**config.mk**
```make
export PLATFORM = sky130hd
export DESIGN_NAME = swap_pool_frame_allocator_unit_flat
export DESIGN_NICKNAME = d
export VERILOG_FILES = /design/src/hw/rtl/spfa_pkg.sv /design/src/hw/rtl/spfa_if.sv /design/src/hw/rtl/spfa_ctrl.sv /design/src/hw/rtl/spfa_dp.sv /design/src/hw/rtl/swap_pool_frame_allocator_unit.sv /design/src/flat_wrapper.sv
export SDC_FILE = /design/constraint.sdc
export NUM_CORES = 1
export LEC_CHECK = 0
export ABC_CLOCK_PERIOD_IN_PS = 10070
export BUFFER_PORTS_ARGS = -buffer_cell sky130_fd_sc_hd__buf_2
export CAP_MARGIN = 20
export CORE_MARGIN = 2
export CORE_UTILIZATION = 55
export DETAILED_ROUTE_END_ITERATION = 8
export PLACE_DENSITY = 0.81
export SYNTH_ARGS = -nofsm -noshare
export SYNTH_HDL_FRONTEND = slang
export SYNTH_SLANG_ARGS = --single-unit
```
**constraint.sdc**
```tcl
create_clock -name clk_i -period 10.07 [get_ports clk_i]
set_input_delay 2.014 -clock clk_i [delete_from_list [all_inputs] [get_ports clk_i]]
set_output_delay 2.014 -clock clk_i [all_outputs]
set_load 0.01 [all_outputs]
```
**src/hw/rtl/spfa_pkg.sv**
```systemverilog
`default_nettype none
package spfa_pkg;

  localparam int POOL_FRAMES     = 16;
  localparam int PAGES_PER_SPACE = 32;

  localparam int OPCODE_W = 1;
  localparam int ASID_W   = 6;
  localparam int PAGE_W   = 20;
  localparam int FRAME_W  = $clog2(POOL_FRAMES);
  localparam int ADDR_W   = 32;
  localparam int VPAGE_W  = $clog2(PAGES_PER_SPACE);

  localparam logic [ADDR_W-1:0] POOL_BASE_RESET = 32'h2002_0000;

  typedef enum logic [OPCODE_W-1:0] {
    OP_FAULT   = 1'b0,
    OP_RELEASE = 1'b1
  } opcode_e;

  typedef struct packed {
    logic load;
    logic exec;
  } spfa_cmd_t;

endpackage
`default_nettype wire

```
**src/hw/rtl/spfa_if.sv**
```systemverilog
`default_nettype none
interface spfa_req_if;
  import spfa_pkg::*;

  logic                valid;
  logic                ready;
  logic [OPCODE_W-1:0] opcode;
  logic [ASID_W-1:0]   asid;
  logic [PAGE_W-1:0]   page_number;

  modport source (output valid, output opcode, output asid, output page_number, input ready);
  modport sink   (input valid, input opcode, input asid, input page_number, output ready);
endinterface

interface spfa_rsp_if;
  import spfa_pkg::*;

  logic               valid;
  logic               ready;
  logic [FRAME_W-1:0] frame;
  logic [ADDR_W-1:0]  frame_address;
  logic               victim_valid;
  logic [ASID_W-1:0]  victim_asid;
  logic [VPAGE_W-1:0] victim_page;

  modport source (output valid, output frame, output frame_address, output victim_valid,
                  output victim_asid, output victim_page, input ready);
  modport sink   (input valid, input frame, input frame_address, input victim_valid,
                  input victim_asid, input victim_page, output ready);
endinterface
`default_nettype wire

```
**src/hw/rtl/spfa_ctrl.sv**
```systemverilog
`default_nettype none
module spfa_ctrl (
  input  wire logic              clk_i,
  input  wire logic              rst_ni,
  input  wire logic              in_valid_i,
  output logic                   in_ready_o,
  output logic                   out_valid_o,
  input  wire logic              out_ready_i,
  output spfa_pkg::spfa_cmd_t    cmd_o
);
  import spfa_pkg::*;

  typedef enum logic [1:0] {
    S_IDLE = 2'b01,
    S_EXEC = 2'b10
  } state_e;

  state_e state_q, state_d;
  logic   out_valid_q, out_valid_d;
  logic   out_free;

  assign out_free    = !out_valid_q || out_ready_i;
  assign in_ready_o  = (state_q == S_IDLE);
  assign out_valid_o = out_valid_q;

  always_comb begin
    state_d     = state_q;
    out_valid_d = out_valid_q;
    cmd_o.load  = 1'b0;
    cmd_o.exec  = 1'b0;
    if (out_valid_q && out_ready_i) begin
      out_valid_d = 1'b0;
    end
    case (state_q)
      S_IDLE: begin
        if (in_valid_i) begin
          cmd_o.load = 1'b1;
          state_d    = S_EXEC;
        end
      end
      S_EXEC: begin
        if (out_free) begin
          cmd_o.exec  = 1'b1;
          out_valid_d = 1'b1;
          state_d     = S_IDLE;
        end
      end
      default: begin
        state_d = S_IDLE;
      end
    endcase
  end

  always_ff @(posedge clk_i or negedge rst_ni) begin
    if (!rst_ni) begin
      state_q     <= S_IDLE;
      out_valid_q <= 1'b0;
    end else begin
      state_q     <= state_d;
      out_valid_q <= out_valid_d;
    end
  end

endmodule
`default_nettype wire

```
**src/hw/rtl/spfa_dp.sv**
```systemverilog
`default_nettype none
module spfa_dp #(
  parameter int FRAME_BYTES     = 4096
) (
  input  wire logic                          clk_i,
  input  wire logic                          rst_ni,
  input  wire spfa_pkg::spfa_cmd_t           cmd_i,
  input  wire logic                          cfg_we_i,
  input  wire logic [spfa_pkg::ADDR_W-1:0]   cfg_wdata_i,
  input  wire logic [spfa_pkg::OPCODE_W-1:0] opcode_i,
  input  wire logic [spfa_pkg::ASID_W-1:0]   asid_i,
  input  wire logic [spfa_pkg::PAGE_W-1:0]   page_number_i,
  output logic      [spfa_pkg::FRAME_W-1:0]  frame_o,
  output logic      [spfa_pkg::ADDR_W-1:0]   frame_address_o,
  output logic                               victim_valid_o,
  output logic      [spfa_pkg::ASID_W-1:0]   victim_asid_o,
  output logic      [spfa_pkg::VPAGE_W-1:0]  victim_page_o
);
  import spfa_pkg::*;

  localparam int IDX_W = $clog2(POOL_FRAMES);
  localparam logic [PAGE_W-1:0]  PAGE_TOP   = PAGE_W'(PAGES_PER_SPACE - 1);
  localparam logic [IDX_W-1:0]   LAST_FRAME = IDX_W'(POOL_FRAMES - 1);
  localparam logic [ADDR_W-1:0]  FRAME_SIZE = ADDR_W'(FRAME_BYTES);

  logic [ADDR_W-1:0]   pool_base_q;
  logic [IDX_W-1:0]    rptr_q, rptr_d;
  logic                occ_q [POOL_FRAMES];
  logic                occ_d [POOL_FRAMES];
  logic [ASID_W-1:0]   owner_q [POOL_FRAMES];
  logic [VPAGE_W-1:0]  vpage_q [POOL_FRAMES];

  logic [OPCODE_W-1:0] op_q;
  logic [ASID_W-1:0]   asid_q;
  logic [VPAGE_W-1:0]  page_q;
  logic [PAGE_W-1:0]   page_clamped;

  logic                found;
  logic [IDX_W-1:0]    sel_free, sel;
  logic                is_release;
  logic [ADDR_W-1:0]   offset;

  assign page_clamped = (page_number_i >= PAGE_W'(PAGES_PER_SPACE)) ? PAGE_TOP : page_number_i;
  assign is_release   = (op_q == OP_RELEASE);

  always_comb begin
    found    = 1'b0;
    sel_free = '0;
    for (int i = POOL_FRAMES - 1; i >= 0; i--) begin
      if (!occ_q[i]) begin
        found    = 1'b1;
        sel_free = IDX_W'(i);
      end
    end
  end

  assign sel    = found ? sel_free : rptr_q;
  assign offset = ADDR_W'(sel) * FRAME_SIZE;

  always_comb begin
    rptr_d = rptr_q;
    for (int i = 0; i < POOL_FRAMES; i++) begin
      occ_d[i] = occ_q[i];
    end
    if (cmd_i.exec) begin
      if (is_release) begin
        for (int i = 0; i < POOL_FRAMES; i++) begin
          if (occ_q[i] && (owner_q[i] == asid_q)) begin
            occ_d[i] = 1'b0;
          end
        end
      end else begin
        occ_d[sel] = 1'b1;
        if (!found) begin
          rptr_d = (rptr_q == LAST_FRAME) ? '0 : rptr_q + 1'b1;
        end
      end
    end
  end

  always_ff @(posedge clk_i or negedge rst_ni) begin
    if (!rst_ni) begin
      pool_base_q <= POOL_BASE_RESET;
      rptr_q      <= '0;
      for (int i = 0; i < POOL_FRAMES; i++) begin
        occ_q[i] <= 1'b0;
      end
    end else begin
      if (cfg_we_i) begin
        pool_base_q <= cfg_wdata_i;
      end
      rptr_q <= rptr_d;
      for (int i = 0; i < POOL_FRAMES; i++) begin
        occ_q[i] <= occ_d[i];
      end
    end
  end

  always_ff @(posedge clk_i) begin
    if (cmd_i.load) begin
      op_q   <= opcode_i;
      asid_q <= asid_i;
      page_q <= page_clamped[VPAGE_W-1:0];
    end
    if (cmd_i.exec) begin
      if (is_release) begin
        frame_o         <= '0;
        frame_address_o <= '0;
        victim_valid_o  <= 1'b0;
        victim_asid_o   <= '0;
        victim_page_o   <= '0;
      end else begin
        frame_o         <= FRAME_W'(sel);
        frame_address_o <= pool_base_q + offset;
        victim_valid_o  <= occ_q[sel];
        victim_asid_o   <= occ_q[sel] ? owner_q[sel] : '0;
        victim_page_o   <= occ_q[sel] ? vpage_q[sel] : '0;
        owner_q[sel]    <= asid_q;
        vpage_q[sel]    <= page_q;
      end
    end
  end

endmodule
`default_nettype wire

```
**src/hw/rtl/swap_pool_frame_allocator_unit.sv**
```systemverilog
// A result is registered in the table update step that follows the acceptance of its
// request transaction; the next request is accepted only after that update step;
// a pending result holds off the update step and with it the next accept.
// Reset (async, active low): all frames free, replacement pointer 0,
// pool base 0x20020000.
`default_nettype none
module swap_pool_frame_allocator_unit #(
  parameter int FRAME_BYTES     = 4096
) (
  input  wire logic                        clk_i,
  input  wire logic                        rst_ni,
  input  wire logic                        cfg_we_i,
  input  wire logic [spfa_pkg::ADDR_W-1:0] cfg_wdata_i,
  spfa_req_if.sink                         req_i,
  spfa_rsp_if.source                       rsp_o
);
  import spfa_pkg::*;

  spfa_cmd_t cmd;

  spfa_ctrl u_ctrl (
    .clk_i       (clk_i),
    .rst_ni      (rst_ni),
    .in_valid_i  (req_i.valid),
    .in_ready_o  (req_i.ready),
    .out_valid_o (rsp_o.valid),
    .out_ready_i (rsp_o.ready),
    .cmd_o       (cmd)
  );

  spfa_dp #(
    .FRAME_BYTES     (FRAME_BYTES)
  ) u_dp (
    .clk_i           (clk_i),
    .rst_ni          (rst_ni),
    .cmd_i           (cmd),
    .cfg_we_i        (cfg_we_i),
    .cfg_wdata_i     (cfg_wdata_i),
    .opcode_i        (req_i.opcode),
    .asid_i          (req_i.asid),
    .page_number_i   (req_i.page_number),
    .frame_o         (rsp_o.frame),
    .frame_address_o (rsp_o.frame_address),
    .victim_valid_o  (rsp_o.victim_valid),
    .victim_asid_o   (rsp_o.victim_asid),
    .victim_page_o   (rsp_o.victim_page)
  );

endmodule
`default_nettype wire

```
**src/flat_wrapper.sv**
```systemverilog
// flat-port wrapper written by rule: the top's interface ports become plain ports
module swap_pool_frame_allocator_unit_flat import spfa_pkg::*;
#(
  parameter int FRAME_BYTES     = 4096
)
  (clk_i, rst_ni, cfg_we_i, cfg_wdata_i, req_i_valid, req_i_opcode, req_i_asid, req_i_page_number, req_i_ready, rsp_o_valid, rsp_o_frame, rsp_o_frame_address, rsp_o_victim_valid, rsp_o_victim_asid, rsp_o_victim_page, rsp_o_ready);
  spfa_req_if req_i_i ();
  spfa_rsp_if rsp_o_i ();
  input  wire logic clk_i;
  input  wire logic rst_ni;
  input  wire logic cfg_we_i;
  input  wire logic [spfa_pkg::ADDR_W-1:0] cfg_wdata_i;
  input wire logic [$bits(req_i_i.valid)-1:0] req_i_valid;
  input wire logic [$bits(req_i_i.opcode)-1:0] req_i_opcode;
  input wire logic [$bits(req_i_i.asid)-1:0] req_i_asid;
  input wire logic [$bits(req_i_i.page_number)-1:0] req_i_page_number;
  output wire logic [$bits(req_i_i.ready)-1:0] req_i_ready;
  output wire logic [$bits(rsp_o_i.valid)-1:0] rsp_o_valid;
  output wire logic [$bits(rsp_o_i.frame)-1:0] rsp_o_frame;
  output wire logic [$bits(rsp_o_i.frame_address)-1:0] rsp_o_frame_address;
  output wire logic [$bits(rsp_o_i.victim_valid)-1:0] rsp_o_victim_valid;
  output wire logic [$bits(rsp_o_i.victim_asid)-1:0] rsp_o_victim_asid;
  output wire logic [$bits(rsp_o_i.victim_page)-1:0] rsp_o_victim_page;
  input wire logic [$bits(rsp_o_i.ready)-1:0] rsp_o_ready;
  assign req_i_i.valid = req_i_valid;
  assign req_i_i.opcode = req_i_opcode;
  assign req_i_i.asid = req_i_asid;
  assign req_i_i.page_number = req_i_page_number;
  assign req_i_ready = req_i_i.ready;
  assign rsp_o_valid = rsp_o_i.valid;
  assign rsp_o_frame = rsp_o_i.frame;
  assign rsp_o_frame_address = rsp_o_i.frame_address;
  assign rsp_o_victim_valid = rsp_o_i.victim_valid;
  assign rsp_o_victim_asid = rsp_o_i.victim_asid;
  assign rsp_o_victim_page = rsp_o_i.victim_page;
  assign rsp_o_i.ready = rsp_o_ready;
  swap_pool_frame_allocator_unit #(.FRAME_BYTES(FRAME_BYTES)) u_core (.clk_i(clk_i), .rst_ni(rst_ni), .cfg_we_i(cfg_we_i), .cfg_wdata_i(cfg_wdata_i), .req_i(req_i_i), .rsp_o(rsp_o_i));
endmodule
```
Yosys cells after proc, flatten, opt, wreduce, memory -nomap -nowiden
Memory sizes are Yosys's and may differ from the RTL's. A register that Yosys moved wholly into a read port is not among the register bits.
Cells that the tools add are included.

operators by class
  add/subtract/negate cells = 2
  multiply operators = 0
  divide/modulo/power cells = 0
  $lt $le $gt $ge = 3
  equality and inequality tests = 37
  shift-type cells = 0
  mux-type cells = 69
  bitwise operators = 5
  reduce and logical (&&, ||, !) cells = 39

operators by type and width
  cell                 count
  $eq 6x6->1           16
  $mux 4               18
  $mux 1               45
  $reduce_and 2->1     17
  $add 32x16->32       1
  $ne 2x1->1 const B   16
  $ge 20x6->1 const B  1
  $logic_and 1x1->1    18
  $mux 16              1
  $or 16x16->16        1
  $ge 5x5->1 const B   1
  $lt 5x1->1 const B   1
  $not 4->5            1
  $add 4x1->4 const B  1
  $bmux 1 s4           1
  $demux 1 s4          1
  $eq 4x4->1 const B   1
  $mux 2               2
  $ne 2x2->1 const B   2
  $pmux 2 s2           1
  $not 1->1            3
  $reduce_and 3->1     1
  $eq 2x1->1 const B   1
  $eq 2x2->1 const B   1
  other kinds (3)      3

storage, ports and cells
  register bits = 104
  latch bits = 0
  bits in writable memories = 176
  bits in read-only memories = 0
  output and inout port bits = 50
  logic and storage cells = 183
  memories = 2

memory list
  name                 depth  bits a word  read ports  clocked after memory_dff  write ports  RTL line       source
  u_core.u_dp.owner_q  16     6            17          1                         1            spfa_dp.sv:30  logic [ASID_W-1:0] owner_q [POOL_FRAMES];
  u_core.u_dp.vpage_q  16     5            1           1                         1            spfa_dp.sv:31  logic [VPAGE_W-1:0] vpage_q [POOL_FRAMES];

Longest topological paths before layout
Gate-level depths: netlist (run 1).

  word-level depth = 24
  mapped depth = 17

Modules after synthesis
From an unflattened synthesis (run 1), not the netlist that was laid out.

unflattened totals
  cells, all modules = 1,002
  area, all modules = 12,889.9 sq um

by module, submodules not included
  module     instances  cells each  area each (sq um)  sequential area each (sq um)
  spfa_dp    1          991         12,758.5           8,390.5
  spfa_ctrl  1          11          131.4              76.3

Least setup slack after synthesis (run 1)
OpenSTA, ideal clock, no wires.

  kind = input to register
  start = input rsp_o_ready
  end = register u_core.u_dp.occ_q[0] (netlist bit)
  library setup time = 0.138 ns
  data arrival time = 5.329 ns
  data required time = 9.932 ns
  setup slack = 4.603 ns
  stages on the path = 6
  path buffers = 1
  cell sequence = nor2b_1 nor2_1 nand2_1 clkbuf_1 o41ai_1 o21ai_0

RTL lines
  what                            RTL line            source
  start: declaration              flat_wrapper.sv:24  input wire logic [$bits(rsp_o_i.ready)-1:0] rsp_o_ready;
  end signal: indexed assignment  spfa_dp.sv:94       occ_q[i] <= occ_d[i];
  end: declaration                spfa_dp.sv:28       logic occ_q [POOL_FRAMES];

Worst setup path in the final report (run 1)
  start = register u_core.u_dp.occ_q[6] (netlist bit)
  end = memory u_core.u_dp.owner_q[3][2] (enable)

between the ends
  cells in the longest elaborated chain, start to end = 11
  elaborated cells on any way between the ends = 21

ends and longest elaborated chain
  what                                            RTL line       source
  $mux 4 or $mux 1 (tied branches) (10 in a row)  spfa_dp.sv:50  if (!occ_q[i]) begin
  $mux 4 (*)                                      spfa_dp.sv:57  assign sel = found ? sel_free : rptr_q;
  end: declaration                                spfa_dp.sv:30

Every way passes the cells marked *; elsewhere a longest branch is shown, timed or not.

==> results.yml, run 1 <==
worst_setup_path:
  r2r_cells: 12
  startpoint_type: "flip-flop"
  critPathMaxStageDelay_ps: 890
  crit_family: "buffers and inverters"
  crit_fanout: 59
  worst_setup_path_end_kind: "flip-flop"
  arrival_ps: 5300
  path_common_cell: "buf_4"
  crit_cells: 12
  path_buf_inv: 6
  slowest_stage: "nor2_1"
  worst-setup-path-type: "reg -> reg"
  worstPathCellList: "nand4_1, nor4_4, buf_6, buf_4, a21o_1, buf_4, a21oi_4, buf_4, inv_2, buf_4, nand3_1, nor2_1"
  crit_required_ps: 10240
cts:
  cts.sinks: 291
  clock_latency_ps: 570
  cts_buffer_depth: 3
  clk_pin_slew_ps: 70
  cts_hold_buf: 0
  h-tree-depth: 1
  cts_made_buffers: 31
  root_buffer: "clkbuf_16"
  cts_tree: "built"
  post_cts_resized: 0
  post_cts_buffers: 0
die:
  pin_count: 114
  core_area_um2: 24300
  num_rows: 57
  die_width_um: 161
  start_util_pct: 55.9
  die_h_um: 161
  dieArea_um2: 26000
detailed_routing:
  final_antenna_net_count: 0
  dr_wl_met2_mm: 16.6
  top_layer: "met4"
  viasPerCell: 6.49
  drtPass1Iterations: 5
  vias: 10002
  dr_wl_met3_mm: 3.16
  drtIter0Drc: 1165
  wl_per_cell_um: 22.7
  wl_mm: 35.0
  drc: 0
  wl_met1_mm: 13.7
final_layout:
  num-nets-final: 1267
  n_antenna_cell: 0
  fillers: 1822
  utilization_pct: 63.7
  drive_above_1_share_pct: 19.8
  area_growth_pct: 13.9
  final_cell_area_um2: 15500
synth:
  synth-edff-count: 236
  yosysTopAreaCell: "edfxtp_1"
  synth_top_cell_area_share_pct: 52.1
  synthTopCellsByArea: "edfxtp_1, dfrtp_1, xnor2_1"
  netlist_area_um2: 13600
  ys.flop_type: "edfxtp_1"
  synth_fp_nets: 1172
  netlist_instances: 1100
  ys_warn_count: 0
  yosysSeqAreaShare_pct: 62.2
  synth_area_per_cell_um2: 12.4
  async_flop_share_pct: 18.9
  ys_ff_latch: 291
  synth_cell_type_count: 56
place:
  place.gp.congestion: 0.951
  port_buffers: 113
  post_dp_cell_area_um2: 14500
  hpwl_mm: 22.1
pwr:
  ir_drop_uv: 152
  total_power_mw: 3.41
  pwr-share-seq_pct: 40.3
  p_int_mw: 2.30
  power_leakage_nw: 5.52
  power_frac_comb_pct: 26.6
  p_clk_share_pct: 33.1
  power.density_nw_per_um2: 220
  swShare_pct: 32.5
  switching_power_mw: 1.11
global_route:
  gr-total-overflow: 0
  grt_pass1_wl_mm: 53.9
  antenna_found_initial: 0
  gr-usage-all-layers_pct: 26.6
  grt_pass1_vias: 9353
  grt_max_degree: 60
sta:
  hold_slack_ps: 499
  fin_crit_sh_pct: 50.9
  finalHoldViolCount: 0
  finClkSkew_ps: 24.4
  drv_slew: 0
  rsz0062_at_grt: "no"
  post-route-min-period_ps: 5130
  setup_viol: 0
  relSlewSlack_pct: 32.1
  final.setup.tns_ps: 0
  fmax_mhz: 195
  worstMarginPinSlew_ps: 1010
run_status:
  status: "completed"
flow_run:
  drv_cap: 0
worst_hold_path:
  hold_depth: 1
  hold_path_class: "reg -> reg"
power groups by stage:
stage | Combinational [mW] | Clock, mW | Sequential [mW]
2_1_floorplan | 0.631 | 0 | 1.40
3_3_place_gp | 0.861 | 0 | 1.39
3_5_place_dp | 0.884 | 0 | 1.40
4_1_cts | 0.888 | 1.14 | 1.37
5_1_grt | 0.976 | 1.20 | 1.38
6_report | 0.906 | 1.13 | 1.37
cell usage after synthesis (all sizes together), types with 11 or more instances:
master / count
a22oi: 22
edfxtp: 236
a21oi: 97
xnor2: 69
nor2b: 16
buf: 20
a221oi: 46
nand2b: 11
o21ai: 58
mux2: 32
o41ai: 14
nor3: 13
nand2: 76
nand4: 25
and3: 46
xor2: 43
dfrtp: 52
nor2: 37
clkbuf: 60
a21boi: 11
a31oi: 45
cell type report:
class	count	area (um^2)	share of cell area [%]
clock buffer	35	791	5.10
multi-input combinational	720	4800	31.0
clock inverter	21	215	1.39
inverter	9	33.8	0.218
tap	324	405	2.62
timing repair buffer	142	785	5.06
sequential	291	8470	54.6
through the flow:
step / instances / worst slack (ps)
floorplan: 1100 / 4600
global placement: 1484 / 4760
detailed placement: 1484 / 4590
CTS: 1540 / 4550
global route: 1542 / 4670
finish: 1542 / 4940
registers in the layout, summed over array words and instances, names as in the netlist:
name                         flops
u_core.u_ctrl.out_valid_o        1
u_core.u_ctrl.state_q            2
u_core.u_dp.asid_q               6
u_core.u_dp.frame_address_o     32
u_core.u_dp.frame_o              4
u_core.u_dp.is_release           1
u_core.u_dp.occ_q               16
u_core.u_dp.owner_q             96
u_core.u_dp.page_q               5
u_core.u_dp.pool_base_q         32
u_core.u_dp.rptr_q               4
u_core.u_dp.victim_asid_o        6
u_core.u_dp.victim_page_o        5
u_core.u_dp.victim_valid_o       1
u_core.u_dp.vpage_q             80
worst register-to-register path: stages, from the launching register on:
cell and delay (ps):
dfrtp_1 460, nand4_1 230, nor4_4 410, buf_6 250
buf_4 340, a21o_1 170, buf_4 440, a21oi_4 70
buf_4 320, inv_2 160, buf_4 540, nand3_1 440
nor2_1 890
placed cells by master, fill, tap and decap left out, types with 5 or more instances in the layout:
| master | netlist | routed |
|---|---|---|
| a21boi_1 | 9 | 9 |
| a21oi_1 | 96 | 96 |
| a221oi_1 | 46 | 46 |
| a22oi_1 | 22 | 22 |
| a31oi_1 | 45 | 45 |
| and3_1 | 46 | 46 |
| buf_2 | 13 | 114 |
| buf_4 | 2 | 27 |
| clkbuf_16 | 0 | 31 |
| clkinv_1 | 0 | 5 |
| clkinv_2 | 0 | 7 |
| dfrtp_1 | 52 | 52 |
| edfxtp_1 | 236 | 236 |
| ha_1 | 7 | 7 |
| inv_1 | 6 | 6 |
| mux2_2 | 32 | 32 |
| nand2_1 | 76 | 76 |
| nand2b_1 | 11 | 11 |
| nand3_1 | 8 | 8 |
| nand4_1 | 24 | 24 |
| nor2_1 | 37 | 36 |
| nor2b_1 | 16 | 16 |
| nor3_1 | 13 | 13 |
| nor4_1 | 5 | 5 |
| o21ai_0 | 58 | 58 |
| o41ai_1 | 14 | 14 |
| or2_2 | 6 | 6 |
| xnor2_1 | 69 | 69 |
| xor2_1 | 43 | 43 |
kinds of logic (layout without fill, tap and decap cells):
group	Yosys count	in the layout	share of synthesized area [%]
flip-flops	291	291	62.2
AND/OR/NAND/NOR	255	255	9.71
XOR/XNOR	112	112	7.21
buffers and inverters	89	207	2.63
multiplexers	33	33	2.72
AO/OA/AOI/OAI	312	312	14.7
adder cells (fa/ha/maj)	8	8	0.791
final timing paths:
check / start / to / slack [ps]
max: u_core.u_dp.occ_q[6] / u_core.u_dp.owner_q[3][2] / 4940
max in group asynchronous: rst_ni / u_core.u_dp.pool_base_q[5] / 7960
min reg2reg: u_core.u_dp.pool_base_q[3] / u_core.u_dp.pool_base_q[3] / 500
min: u_core.u_dp.pool_base_q[3] / u_core.u_dp.pool_base_q[3] / 500
min in group asynchronous: rst_ni / u_core.u_dp.pool_base_q[15] / 1590
max reg2reg: u_core.u_dp.occ_q[6] / u_core.u_dp.owner_q[3][2] / 4940
per-layer routing:
| metal | up-vias | GRT usage (%) |
|---|---|---|
| met5 | - | 0 |
| met4 | 0 | 11.8 |
| met3 | 100 | 3.88 |
| met2 | 657 | 42.5 |
| met1 | 4860 | 36.7 |
| li1 | 4385 | - |
(Power assumes the default switching activity.)
==> inputs of run 2 (changes only) <==
--- a/config.mk
+++ b/config.mk
@@ -5,13 +5,14 @@
 export SDC_FILE = /design/constraint.sdc
 export NUM_CORES = 1
 export LEC_CHECK = 0
-export ABC_CLOCK_PERIOD_IN_PS = 10070
+export ABC_AREA = 1
+export ABC_CLOCK_PERIOD_IN_PS = 4500
 export BUFFER_PORTS_ARGS = -buffer_cell sky130_fd_sc_hd__buf_2
 export CAP_MARGIN = 20
 export CORE_MARGIN = 2
-export CORE_UTILIZATION = 55
+export CORE_UTILIZATION = 54
 export DETAILED_ROUTE_END_ITERATION = 8
-export PLACE_DENSITY = 0.81
+export PLACE_DENSITY = 0.83
 export SYNTH_ARGS = -nofsm -noshare
 export SYNTH_HDL_FRONTEND = slang
 export SYNTH_SLANG_ARGS = --single-unit
==> constraint.sdc (replaced) <==
create_clock -name clk_i -period 4.5 [get_ports clk_i]
set_input_delay 0.9 -clock clk_i [delete_from_list [all_inputs] [get_ports clk_i]]
set_output_delay 0.9 -clock clk_i [all_outputs]
set_load 0.01 [all_outputs]
==> results.yml, run 2 <==
run_status:
  status: "completed"
final_layout:
  max_flop_register: "u_core.u_dp.owner_q"
  fillers: 1913
  n_antenna_cell: 0
  num-nets-final: 1564
  final_common_cell: "nand2_1"
  layout_common_cells: "nand2_1, edfxtp_1, buf_2"
  largest_register_ffs: 96
  drive_above_1_share_pct: 15.2
  area_growth_pct: 13.2
  reg.largest.list: "u_core.u_dp.owner_q x96, u_core.u_dp.vpage_q x80"
place:
  dpl_worst_slack_ps: 423
  place.gp.congestion: 0.934
  hpwl_mm: 21.0
  port_buffers: 113
global_route:
  antenna_found_initial: 0
  grt_max_degree: 94
  grt_pass1_vias: 10438
  gr-usage-all-layers_pct: 25.2
  grt_pass1_wl_mm: 52.6
  gr-total-overflow: 0
detailed_routing:
  vias: 10662
  drtIter0Drc: 1381
  wl_per_cell_um: 18.2
  drc: 0
  viasPerCell: 5.79
  drtPass1Iterations: 5
  final_antenna_net_count: 0
  wl_mm: 33.6
cts:
  post_cts_buffers: 0
  h-tree-depth: 1
  root_buffer: "clkbuf_16"
  cts_buffer_depth: 3
  cts_made_buffers: 29
  clock_latency_ps: 570
  clk_pin_slew_ps: 60
  cts_hold_buf: 0
  cts_tree: "built"
  cts.sinks: 291
  post_cts_resized: 0
worst_setup_path:
  worst_setup_path_end_kind: "flip-flop"
  crit_fanout: 4
  crit_required_ps: 4800
  slowest_stage: "dfrtp_1"
  r2r_slack_ps: 400
  critPathMaxStageDelay_ps: 420
  r2r_end: "u_core.u_dp.frame_address_o[30]"
  r2r_start: "u_core.u_dp.occ_q[0]"
  path_common_cell: "nand2_1"
  worst-setup-path-type: "reg -> reg"
  r2r_cells: 31
  startpoint_type: "flip-flop"
  arrival_ps: 4400
synth:
  synth_cell_type_count: 47
  synthTopCellsByArea: "edfxtp_1, nand2_1, dfrtp_1"
  async_flop_share_pct: 18.9
  ys.flop_type: "edfxtp_1"
  synthAdderAreaFrac_pct: 0.789
  yosysTopAreaCell: "edfxtp_1"
  netlist_area_um2: 13600
  synth_fp_nets: 1451
  synth_top_family_by_area: "simple AND/OR/NAND/NOR gates"
  synth_area_per_cell_um2: 9.89
  synth-edff-count: 236
  synth_top_cell_area_share_pct: 52.0
  synth-xor-area-share_pct: 2.38
  netlist_instances: 1379
  synthMuxAreaShare_pct: 0.826
  ys_ff_latch: 291
  ys_warn_count: 0
  yosysSeqAreaShare_pct: 62.1
  synth-compound-area-share_pct: 6.13
  yosys.area_share.simple_pct: 23.0
  yosysMostFrequentCell: "nand2_1"
  synth_commonest_cells: "nand2_1, edfxtp_1, nand3_1, nor2_1, inv_1"
die:
  core_area_um2: 25000
  die_h_um: 163
  die_width_um: 163
  dieArea_um2: 26500
  start_util_pct: 54.6
  pin_count: 114
  num_rows: 58
pwr:
  ir_drop_uv: 502
  power_leakage_nw: 6.46
  power.density_nw_per_um2: 494
sta:
  finalHoldViolCount: 0
  rsz0062_at_grt: "no"
  worstMarginPinSlew_ps: 1060
  setup_ws_ps: 399
  setup_viol: 0
  drv_slew: 0
  fin_crit_sh_pct: 91.1
  post-route-min-period_ps: 4100
  fmax_mhz: 244
  finClkSkew_ps: 21.9
  final.setup.tns_ps: 0
  relSlewSlack_pct: 29.6
worst_hold_path:
  holdPathEnd: "u_core.u_dp.owner_q[2][2]"
  hold_start: "u_core.u_dp.asid_q[2]"
  hold_depth: 0
  hold_path_class: "reg -> reg"
flow_run:
  drv_cap: 0
[run 2: cell types whose count changed in the layout (fill, tap and decap cells not counted), sizes merged, moves of 22 or more]
cell and change:
a21oi -75, a221oi -39, a22oi -22, a31oi -41
and3 -46, inv +69, mux2 -22, nand2 +422
nand3 +93, nor2 +66, xnor2 -59
[run 2: worst max-delay path: cells and delay by family, from the launching register on]
family / cells / cell delay (ps)
compound gates: 2 / 200
fa+ha+maj: 2 / 580
buf+inv: 3 / 250
flops: 1 / 420
simple gates: 24 / 2410
[run 2: worst max path at each step]
| stage | from | endpoint | slack, ps |
|---|---|---|---|
| after detailed placement | u_core.u_dp.occ_q[0] | u_core.u_dp.frame_address_o[30] | 420 |
| after CTS | u_core.u_dp.occ_q[0] | u_core.u_dp.frame_address_o[30] | 420 |
| after floorplan | rsp_o_ready | u_core.u_dp.owner_q[11][0] | 70 |
| final | u_core.u_dp.occ_q[0] | u_core.u_dp.frame_address_o[30] | 400 |
| after global placement | u_core.u_dp.occ_q[0] | u_core.u_dp.frame_address_o[30] | 620 |
| after global routing | u_core.u_dp.occ_q[0] | u_core.u_dp.frame_address_o[30] | 7 |
[run 2: cells by family (layout without fill, tap and decap cells)]
family / after synthesis / count (layout)
muxes: 10 / 10
and+or+nand+nor: 754 / 754
adders and majority gates: 8 / 8
DFF: 291 / 291
buffers and inverters: 147 / 279
AOI/OAI and AO/OA: 132 / 132
xor gates and xnor gates: 37 / 37
[run 2: power breakdown]
group	leakage (nW)	internal [mW]	total, mW	switching, mW
sequential	2.76	3.01	3.06	0.0531
combinational	3.28	0.634	2.27	1.64
clock	0.429	1.31	2.30	0.988
[run 2: metrics by stage]
| stage | power (mW) | std cells | cell area, um^2 | hold WS (ps) | utilization (%) |
|---|---|---|---|---|---|
| 6_report | 7.63 | 1841 | 15400 | 464 | 61.9 |
| 5_1_grt | 7.99 | 1841 | 15400 | 469 | 61.9 |
| 4_1_cts | 7.61 | 1841 | 15400 | 465 | 61.8 |
| 3_5_place_dp | 5.32 | 1791 | 14500 | 450 | 58.2 |
| 3_3_place_gp | 5.28 | 1791 | 14500 | 435 | 58.2 |
| 2_1_floorplan | 4.79 | 1379 | 13600 | 452 | - |
[run 2: area by class of cell]
type / instances / area (um^2) / share of cell area, %
timing repair buffer: 149 / 836 / 5.41
clock buffer: 35 / 758 / 4.91
inverter: 80 / 300 / 1.94
multi-input combinational: 941 / 4530 / 29.3
tap: 330 / 413 / 2.67
sequential: 291 / 8470 / 54.8
clock inverter: 15 / 135 / 0.875
[run 2: metal layers]
layer | wire length, um | global-route usage (%) | up-vias
met5 | 0 | 0 | -
met1 | 13000 | 33.2 | 5007
li1 | - | - | 4900
met2 | 16000 | 41.9 | 643
met4 | 1430 | 11.5 | 0
met3 | 3200 | 3.31 | 112
